File: src/rtl/rwc_pkg.sv
// shared types and constants for the replay window checker
package rwc_pkg;

  // window geometry
  localparam int WinDepth = 20;
  localparam int CntW     = $clog2(WinDepth + 1);
  localparam int SeqW     = 32;
  localparam int LenW     = 16;
  localparam int SkipW    = 8;
  localparam int StatW    = 3;
  localparam int KeptW    = 5;

  // configuration port
  localparam int AddrW = 3;
  localparam int DataW = 32;

  // register reset values
  localparam logic [SkipW-1:0] SkipLimitRst = SkipW'(10);
  localparam logic [LenW-1:0]  MaxLenRst    = LenW'(256);

  // register indexes
  typedef enum logic {
    REG_SKIP_LIMIT = 1'b0,
    REG_MAX_LENGTH = 1'b1
  } reg_idx_e;

  // result status codes
  typedef enum logic [StatW-1:0] {
    ST_ACCEPT   = 3'd0,
    ST_TOO_LONG = 3'd1,
    ST_BELOW    = 3'd2,
    ST_SKIP     = 3'd3,
    ST_DUP      = 3'd4
  } status_e;

  // broadcast control from the top level to every cell
  typedef struct packed {
    logic ins;   // insert the pending sequence this cycle
    logic drop;  // window full, oldest entry leaves on insert
  } cell_ctl_t;

endpackage

File: src/rtl/rwc_req_if.sv
// request channel: sequence number and message length
interface rwc_req_if;
  import rwc_pkg::*;

  logic            valid;
  logic            ready;
  logic [SeqW-1:0] sequence_req;
  logic [LenW-1:0] message_length;

  modport source (output valid, output sequence_req, output message_length, input ready);
  modport sink   (input valid, input sequence_req, input message_length, output ready);
endinterface

File: src/rtl/rwc_rsp_if.sv
// response channel: status and number of kept sequences
interface rwc_rsp_if;
  import rwc_pkg::*;

  logic             valid;
  logic             ready;
  logic [StatW-1:0] status;
  logic [KeptW-1:0] kept_count;

  modport source (output valid, output status, output kept_count, input ready);
  modport sink   (input valid, input status, input kept_count, output ready);
endinterface

File: src/rtl/replay_window_checker_unit.sv
// top level of the anti-replay sequence window checker
//
//  channel   dir  payload                          handshake
//  req_i     in   sequence_req, message_length     valid / ready
//  rsp_o     out  status, kept_count               valid / ready
//  apb       in   skip_limit, max_message_length   psel / penable / pwrite
//
// a word is taken into a holding register, then checked against all cells at
// once and committed, one word per cycle while the response side keeps up.
// the commit waits only on the response register being free, so a stalled
// response keeps up to two words in flight (one in the holding register, one
// in the response register) and blocks further requests.
// reset empties the window (count to zero) and loads the register defaults.
module replay_window_checker_unit
  import rwc_pkg::*;
(
  input  logic             clk_i,
  input  logic             rst_ni,
  rwc_req_if.sink          req_i,
  rwc_rsp_if.source        rsp_o,
  input  logic             psel,
  input  logic             penable,
  input  logic             pwrite,
  input  logic [AddrW-1:0] paddr,
  input  logic [DataW-1:0] pwdata,
  output logic [DataW-1:0] prdata,
  output logic             pready
);

  logic [SkipW-1:0] skip_limit;
  logic [LenW-1:0]  max_len;

  logic            pend_q, pend_d;
  logic [SeqW-1:0] seq_q;
  logic [LenW-1:0] len_q;
  logic [SeqW-1:0] newest_q, newest_d;
  logic [CntW-1:0] count_q, count_d;
  logic            rsp_valid_q, rsp_valid_d;
  logic [StatW-1:0] rsp_stat_q;
  logic [KeptW-1:0] rsp_kept_q;

  logic            commit, req_fire;
  logic            too_long, below, skip_far, dup, nonempty;
  logic [SeqW:0]   skip_bound;
  status_e         status;
  cell_ctl_t       ctl;

  logic [SeqW-1:0] entry_w [WinDepth];
  logic [WinDepth-1:0] lt_w, eq_w;

  // configuration registers
  rwc_cfg u_cfg (
    .clk_i,
    .rst_ni,
    .psel,
    .penable,
    .pwrite,
    .paddr,
    .pwdata,
    .prdata,
    .pready,
    .skip_limit_o (skip_limit),
    .max_len_o    (max_len)
  );

  // request holding register and handshake
  assign commit      = pend_q & (~rsp_valid_q | rsp_o.ready);
  assign req_i.ready = ~pend_q | commit;
  assign req_fire    = req_i.valid & req_i.ready;

  always_comb begin
    pend_d = pend_q;
    if (req_fire) begin
      pend_d = 1'b1;
    end else if (commit) begin
      pend_d = 1'b0;
    end
  end

  always_ff @(posedge clk_i) begin
    if (req_fire) begin
      seq_q <= req_i.sequence_req;
      len_q <= req_i.message_length;
    end
  end

  // row of cells
  for (genvar i = 0; i < WinDepth; i++) begin : g_cell
    logic            prev_lt, next_lt;
    logic [SeqW-1:0] prev_entry, next_entry;
    if (i == 0) begin : g_first
      assign prev_lt    = 1'b1;
      assign prev_entry = seq_q;
    end else begin : g_mid_lo
      assign prev_lt    = lt_w[i-1];
      assign prev_entry = entry_w[i-1];
    end
    if (i == WinDepth - 1) begin : g_last
      assign next_lt    = 1'b0;
      assign next_entry = seq_q;
    end else begin : g_mid_hi
      assign next_lt    = lt_w[i+1];
      assign next_entry = entry_w[i+1];
    end
    rwc_cell u_cell (
      .clk_i,
      .ctl_i        (ctl),
      .valid_i      (CntW'(i) < count_q),
      .seq_i        (seq_q),
      .prev_lt_i    (prev_lt),
      .prev_entry_i (prev_entry),
      .next_lt_i    (next_lt),
      .next_entry_i (next_entry),
      .entry_o      (entry_w[i]),
      .lt_o         (lt_w[i]),
      .eq_o         (eq_w[i])
    );
  end

  // checks in priority order
  assign nonempty   = (count_q != '0);
  assign skip_bound = {1'b0, newest_q} + (SeqW + 1)'(skip_limit);
  assign too_long   = (len_q > max_len);
  assign below      = nonempty & (seq_q < entry_w[0]);
  assign skip_far   = nonempty & ({1'b0, seq_q} > skip_bound);
  assign dup        = |eq_w;

  always_comb begin
    if (too_long) begin
      status = ST_TOO_LONG;
    end else if (below) begin
      status = ST_BELOW;
    end else if (skip_far) begin
      status = ST_SKIP;
    end else if (dup) begin
      status = ST_DUP;
    end else begin
      status = ST_ACCEPT;
    end
  end

  assign ctl.ins  = commit & (status == ST_ACCEPT);
  assign ctl.drop = (count_q == CntW'(WinDepth));

  // count and newest entry tracking
  always_comb begin
    count_d  = count_q;
    newest_d = newest_q;
    if (ctl.ins) begin
      if (!ctl.drop) begin
        count_d = count_q + CntW'(1);
      end
      if (!nonempty || (seq_q > newest_q)) begin
        newest_d = seq_q;
      end
    end
  end

  // response register
  always_comb begin
    rsp_valid_d = rsp_valid_q;
    if (commit) begin
      rsp_valid_d = 1'b1;
    end else if (rsp_o.ready) begin
      rsp_valid_d = 1'b0;
    end
  end

  always_ff @(posedge clk_i) begin
    if (commit) begin
      rsp_stat_q <= status;
      rsp_kept_q <= KeptW'(count_d);
    end
    if (ctl.ins) begin
      newest_q <= newest_d;
    end
  end

  always_ff @(posedge clk_i or negedge rst_ni) begin
    if (!rst_ni) begin
      pend_q      <= 1'b0;
      count_q     <= '0;
      rsp_valid_q <= 1'b0;
    end else begin
      pend_q      <= pend_d;
      count_q     <= count_d;
      rsp_valid_q <= rsp_valid_d;
    end
  end

  assign rsp_o.valid      = rsp_valid_q;
  assign rsp_o.status     = rsp_stat_q;
  assign rsp_o.kept_count = rsp_kept_q;

endmodule

File: src/rtl/rwc_cfg.sv
// apb register block for skip limit and maximum message length
module rwc_cfg
  import rwc_pkg::*;
(
  input  logic             clk_i,
  input  logic             rst_ni,
  input  logic             psel,
  input  logic             penable,
  input  logic             pwrite,
  input  logic [AddrW-1:0] paddr,
  input  logic [DataW-1:0] pwdata,
  output logic [DataW-1:0] prdata,
  output logic             pready,
  output logic [SkipW-1:0] skip_limit_o,
  output logic [LenW-1:0]  max_len_o
);

  logic [SkipW-1:0] skip_q, skip_d;
  logic [LenW-1:0]  maxlen_q, maxlen_d;
  logic             wr_en;
  reg_idx_e         idx;

  assign pready = 1'b1;
  assign wr_en  = psel & penable & pwrite;
  assign idx    = reg_idx_e'(paddr[2]);

  // register write decode
  always_comb begin
    skip_d   = skip_q;
    maxlen_d = maxlen_q;
    if (wr_en) begin
      case (idx)
        REG_SKIP_LIMIT: skip_d   = pwdata[SkipW-1:0];
        REG_MAX_LENGTH: maxlen_d = pwdata[LenW-1:0];
        default: ;
      endcase
    end
  end

  // read mux
  always_comb begin
    case (idx)
      REG_SKIP_LIMIT: prdata = DataW'(skip_q);
      REG_MAX_LENGTH: prdata = DataW'(maxlen_q);
      default:        prdata = '0;
    endcase
  end

  always_ff @(posedge clk_i or negedge rst_ni) begin
    if (!rst_ni) begin
      skip_q   <= SkipLimitRst;
      maxlen_q <= MaxLenRst;
    end else begin
      skip_q   <= skip_d;
      maxlen_q <= maxlen_d;
    end
  end

  assign skip_limit_o = skip_q;
  assign max_len_o    = maxlen_q;

endmodule

File: src/rtl/rwc_cell.sv
// one window cell: holds a kept sequence, compares and shifts with its neighbors
module rwc_cell
  import rwc_pkg::*;
(
  input  logic            clk_i,
  input  cell_ctl_t       ctl_i,
  input  logic            valid_i,
  input  logic [SeqW-1:0] seq_i,
  input  logic            prev_lt_i,
  input  logic [SeqW-1:0] prev_entry_i,
  input  logic            next_lt_i,
  input  logic [SeqW-1:0] next_entry_i,
  output logic [SeqW-1:0] entry_o,
  output logic            lt_o,
  output logic            eq_o
);

  logic [SeqW-1:0] entry_q, entry_d;

  // compare against the broadcast sequence
  assign lt_o = valid_i & (entry_q < seq_i);
  assign eq_o = valid_i & (entry_q == seq_i);

  // sorted insert: shift up without drop, shift down toward the oldest with drop
  always_comb begin
    entry_d = entry_q;
    if (ctl_i.ins) begin
      if (!ctl_i.drop) begin
        if (!lt_o) begin
          entry_d = prev_lt_i ? seq_i : prev_entry_i;
        end
      end else if (lt_o) begin
        entry_d = next_lt_i ? next_entry_i : seq_i;
      end
    end
  end

  always_ff @(posedge clk_i) begin
    entry_q <= entry_d;
  end

  assign entry_o = entry_q;

endmodule

File: src/flat_wrapper.sv
// flat-port wrapper written by rule: the top's interface ports become plain ports
module replay_window_checker_unit_flat import rwc_pkg::*;
  (clk_i, rst_ni, psel, penable, pwrite, paddr, pwdata, prdata, pready, req_i_valid, req_i_sequence_req, req_i_message_length, req_i_ready, rsp_o_valid, rsp_o_status, rsp_o_kept_count, rsp_o_ready);
  rwc_req_if req_i_i ();
  rwc_rsp_if rsp_o_i ();
  input  logic clk_i;
  input  logic rst_ni;
  input  logic psel;
  input  logic penable;
  input  logic pwrite;
  input  logic [AddrW-1:0] paddr;
  input  logic [DataW-1:0] pwdata;
  output logic [DataW-1:0] prdata;
  output logic pready;
  input wire logic [$bits(req_i_i.valid)-1:0] req_i_valid;
  input wire logic [$bits(req_i_i.sequence_req)-1:0] req_i_sequence_req;
  input wire logic [$bits(req_i_i.message_length)-1:0] req_i_message_length;
  output wire logic [$bits(req_i_i.ready)-1:0] req_i_ready;
  output wire logic [$bits(rsp_o_i.valid)-1:0] rsp_o_valid;
  output wire logic [$bits(rsp_o_i.status)-1:0] rsp_o_status;
  output wire logic [$bits(rsp_o_i.kept_count)-1:0] rsp_o_kept_count;
  input wire logic [$bits(rsp_o_i.ready)-1:0] rsp_o_ready;
  assign req_i_i.valid = req_i_valid;
  assign req_i_i.sequence_req = req_i_sequence_req;
  assign req_i_i.message_length = req_i_message_length;
  assign req_i_ready = req_i_i.ready;
  assign rsp_o_valid = rsp_o_i.valid;
  assign rsp_o_status = rsp_o_i.status;
  assign rsp_o_kept_count = rsp_o_i.kept_count;
  assign rsp_o_i.ready = rsp_o_ready;
  replay_window_checker_unit u_core (.clk_i(clk_i), .rst_ni(rst_ni), .req_i(req_i_i), .rsp_o(rsp_o_i), .psel(psel), .penable(penable), .pwrite(pwrite), .paddr(paddr), .pwdata(pwdata), .prdata(prdata), .pready(pready));
endmodule
File: config.mk
export PLATFORM = sky130hd
export DESIGN_NAME = replay_window_checker_unit_flat
export DESIGN_NICKNAME = d
export VERILOG_FILES = /design/src/rtl/rwc_pkg.sv /design/src/rtl/rwc_req_if.sv /design/src/rtl/rwc_rsp_if.sv /design/src/rtl/replay_window_checker_unit.sv /design/src/rtl/rwc_cfg.sv /design/src/rtl/rwc_cell.sv /design/src/flat_wrapper.sv
export SDC_FILE = /design/constraint.sdc
export NUM_CORES = 2
export LEC_CHECK = 0
export BUFFER_PORTS_ARGS = -buffer_cell sky130_fd_sc_hd__buf_2
export CORE_UTILIZATION = 55
export DETAILED_ROUTE_END_ITERATION = 7
export GPL_TIMING_DRIVEN = 1
export HOLD_SLACK_MARGIN = 0.05
export PLACE_DENSITY = 0.75
export SLEW_MARGIN = 20
export SYNTH_ARGS = -nofsm -noshare
export SYNTH_HDL_FRONTEND = slang
export SYNTH_SLANG_ARGS = --single-unit
export TNS_END_PERCENT = 5
File: constraint.sdc
create_clock -name clk_i -period 13.6 [get_ports clk_i]
set_input_delay 2.72 -clock clk_i [delete_from_list [all_inputs] [get_ports clk_i]]
set_output_delay 2.72 -clock clk_i [all_outputs]
set_load 0.05 [all_outputs]
==> impl_metrics.json <==
{
  "seqCellArea_mm2": 0.0226,
  "vias": 43258,
  "dp_hpwl_um": 116000,
  "fin_nets": 5527,
  "root_buffer": "clkbuf_16",
  "setup_tns_ns": 0,
  "ys_ff_latch": 759,
  "synthArstFlopShare_pct": 4.08,
  "htree_levels": 3,
  "wl_per_cell_um": 27.0,
  "vdd_drop_max_v": 0.0000926,
  "layout-drive-gt1-share_pct": 9.87,
  "worstMarginPinSlew_ns": 1.22,
  "place.port_buffers": 97,
  "fp.dieW_um": 309,
  "status": "complete, no violations",
  "ys_warn_count": 0,
  "rsz0062_at_grt": "false",
  "finalHoldViolCount": 0,
  "synth_seq_area_share_pct": 43.7,
  "multi_input_area_mm2": 0.0273,
  "finClkSkew_ns": 0.0285,
  "core_area_mm2": 0.0933,
  "fp.dieH_um": 309,
  "finalSetupViolCount": 0,
  "cts_inserted_buffers": 86,
  "area_growth_pct": 9.42,
  "cts.repair.resized": 0,
  "grt_util_all_layers_pct": 33.5,
  "drc": 0,
  "p_per_area_mw_per_mm2": 147,
  "insertedDiodeCount": 0,
  "cts_sinks": 759,
  "final_antenna_net_count": 0,
  "worstSetupPathType": "reg2reg",
  "row_count": 112,
  "post_cts_buffers": 0,
  "drt_iter0_markers": 5768,
  "synthFlopType": "edfxtp_1",
  "clk_pin_slew_ns": 0.06,
  "max_freq_mhz": 143,
  "grt_pass1_vias": 39986,
  "synth.avg_cell_area_um2": 11.0,
  "leakagePower_uw": 0.0231,
  "hold_path_class": "reg2reg",
  "io_pins": 133,
  "drv_slew": 0,
  "max_cap_violations": 0,
  "grt_max_degree": 68,
  "critPathArrivalTime_ns": 7.34,
  "synth_edf_count": 728,
  "routed_wl_um": 163000,
  "start_util_pct": 55.6,
  "crit_path_end_kind": "register",
  "period_needed_ns": 7.01,
  "period_share_pct": 51.5,
  "relSlewSlack_pct": 18.2,
  "gr-total-overflow": 0,
  "vias_per_cell": 7.18,
  "post-route-cell-area_mm2": 0.0567,
  "floorplan.die_area_mm2": 0.0955,
  "cp.required_ns": 13.93,
  "routabilityCongestion": 0.963,
  "grt_first_pass_wirelength_um": 245000,
  "finalCoreUtilization_pct": 60.8,
  "dr.pass1.iters": 6,
  "cts.path.max_buffers": 3,
  "dpl_cell_area_mm2": 0.0538,
  "worstSetupStartpointType": "register",
  "cts_hold_buf": 0,
  "crit_path_max_fanout": 17,
  "yosysUniqueCellTypes": 92,
  "netlist_area_mm2": 0.0519,
  "synthCells": 4708,
  "nFillCells": 7519,
  "insertion_delay_ns": 0.68,
  "antenna_found_initial": 4,
  "cts_tree": "yes",
  "hold_ws_ns": 0.488
}
==> layer usage <==
layer	routed length, um	vias to the layer above	global-route usage (%)
li1	-	18960	-
met1	65800	21021	47.1
met2	70100	2822	49.5
met3	19100	449	7.17
met4	7680	6	14.7
met5	38	-	0
==> power breakdown <==
part	leakage, uW	internal (uW)	switching, uW	total, uW
clock	0.00139	1390	1020	2400
sequential	0.00700	3020	240	3260
combinational	0.0147	1000	1670	2680
==> kinds of logic (layout without fill, tap and decap cells) <==
group	after synthesis	after routing	share of synthesized area [%]
mux	68	68	1.40
xor+xnor	33	33	0.557
compound gates	1537	1537	21.9
buf+inv	562	613	4.36
flops	759	759	43.7
fa+ha+maj	731	731	17.7
other cells	2	17	0.0145
simple gates	1016	1016	10.5
==> registers in the layout, indices dropped and copies added, names as in the netlist <==
| signal | flops |
|---|---|
| u_core.count_q | 5 |
| u_core.g_cell.u_cell.entry_o | 640 |
| u_core.len_q | 16 |
| u_core.rsp_o.status | 3 |
| u_core.g_cell.prev_entry | 32 |
| u_core.newest_q | 32 |
| u_core.rsp_o.kept_count | 5 |
| u_core.rsp_o.valid | 1 |
| u_core.u_cfg.max_len_o | 16 |
| u_core.u_cfg.skip_limit_o | 8 |
| u_core.pend_q | 1 |
==> cell usage after synthesis, types with 69 or more instances <==
library cell | number | share of area (%)
nand2_1 | 177 | 1.3
inv_1 | 226 | 1.6
o21ai_0 | 120 | 1.2
o22ai_1 | 69 | 0.83
a21oi_1 | 243 | 2.3
nor2_1 | 119 | 0.86
nor3_1 | 167 | 1.6
a21o_1 | 163 | 2.4
a221o_1 | 227 | 4.4
a22oi_1 | 225 | 3.3
a221oi_1 | 76 | 1.3
ha_1 | 730 | 18
edfxtp_1 | 728 | 42
clkbuf_1 | 230 | 1.7
and3_1 | 147 | 1.8
nand4_1 | 151 | 1.8
o31ai_1 | 200 | 2.9
==> critical path: stages, from the launching register on <==
cell and delay (ns):
edfxtp_1 0.42, ha_1 0.25, fa_1 0.41, a21oi_1 0.20, o21ai_0 0.16, nor4b_1 0.65, nor4_1 0.25, nor2b_1 0.27
nand3_1 0.12, xnor2_1 0.12, ha_1 0.26, a211oi_1 0.23, o21ai_0 0.14, a21oi_1 0.24, o211ai_1 0.14, o21ai_0 0.25
o2bb2ai_1 0.24, or3_2 0.66, buf_4 0.32, nor2_2 0.86, buf_4 0.44
==> through the flow <==
step                worst slack, ns  instances  total power, uW
finish                         6.59       6028             8340
global route                   6.08       6028             8690
CTS                            6.54       6026             8260
detailed placement             6.60       5870             5880
global placement               6.66       5870             5760
floorplan                      6.63       4723             5120
==> area by class of cell <==
cell class / count / share of cell area [%]
repair buffers: 231 / 2.69
well taps: 1254 / 2.76
flip-flops and latches: 759 / 39.9
clock buffers: 112 / 4.28
multi-input cells: 3402 / 48.2
inverters: 226 / 1.49
clock inverters: 44 / 0.714
==> cells in the final DEF (no fill, tap or decap), drive strengths merged, types with 17 or more instances in the layout <==
cell type / count
inv: 228
a21oi: 244
a22oi: 225
a221oi: 76
mux2i: 34
and3: 147
mux2: 34
nand3: 64
o21ai: 122
ha: 730
and2: 51
a211oi: 35
o21a: 50
o211ai: 31
nor2: 120
o31ai: 200
nand4: 152
xnor2: 32
conb: 17
dfrtp: 28
o22ai: 69
a21o: 163
nand2: 177
buf: 231
clkinv: 33
edfxtp: 728
clkbuf: 112
a221o: 227
nor4: 29
nor2b: 45
nor3: 169
==> worst paths after layout <==
kind                                     from                             endpoint  slack (ns)  cells after the start
max                        u_core.newest_q[0]  u_core.g_cell[14].u_cell.entry_o[1]        6.59                     20
min                             u_core.pend_q                   u_core.rsp_o.valid        0.49                      1
max reg2reg                u_core.newest_q[0]  u_core.g_cell[14].u_cell.entry_o[1]        6.59                     20
min reg2reg                     u_core.pend_q                   u_core.rsp_o.valid        0.49                      1
max in group asynchronous              rst_ni                        u_core.pend_q       10.88                      1
min in group asynchronous              rst_ni            u_core.u_cfg.max_len_o[9]        2.15                      1
Power figures use the tool's default switching activity.
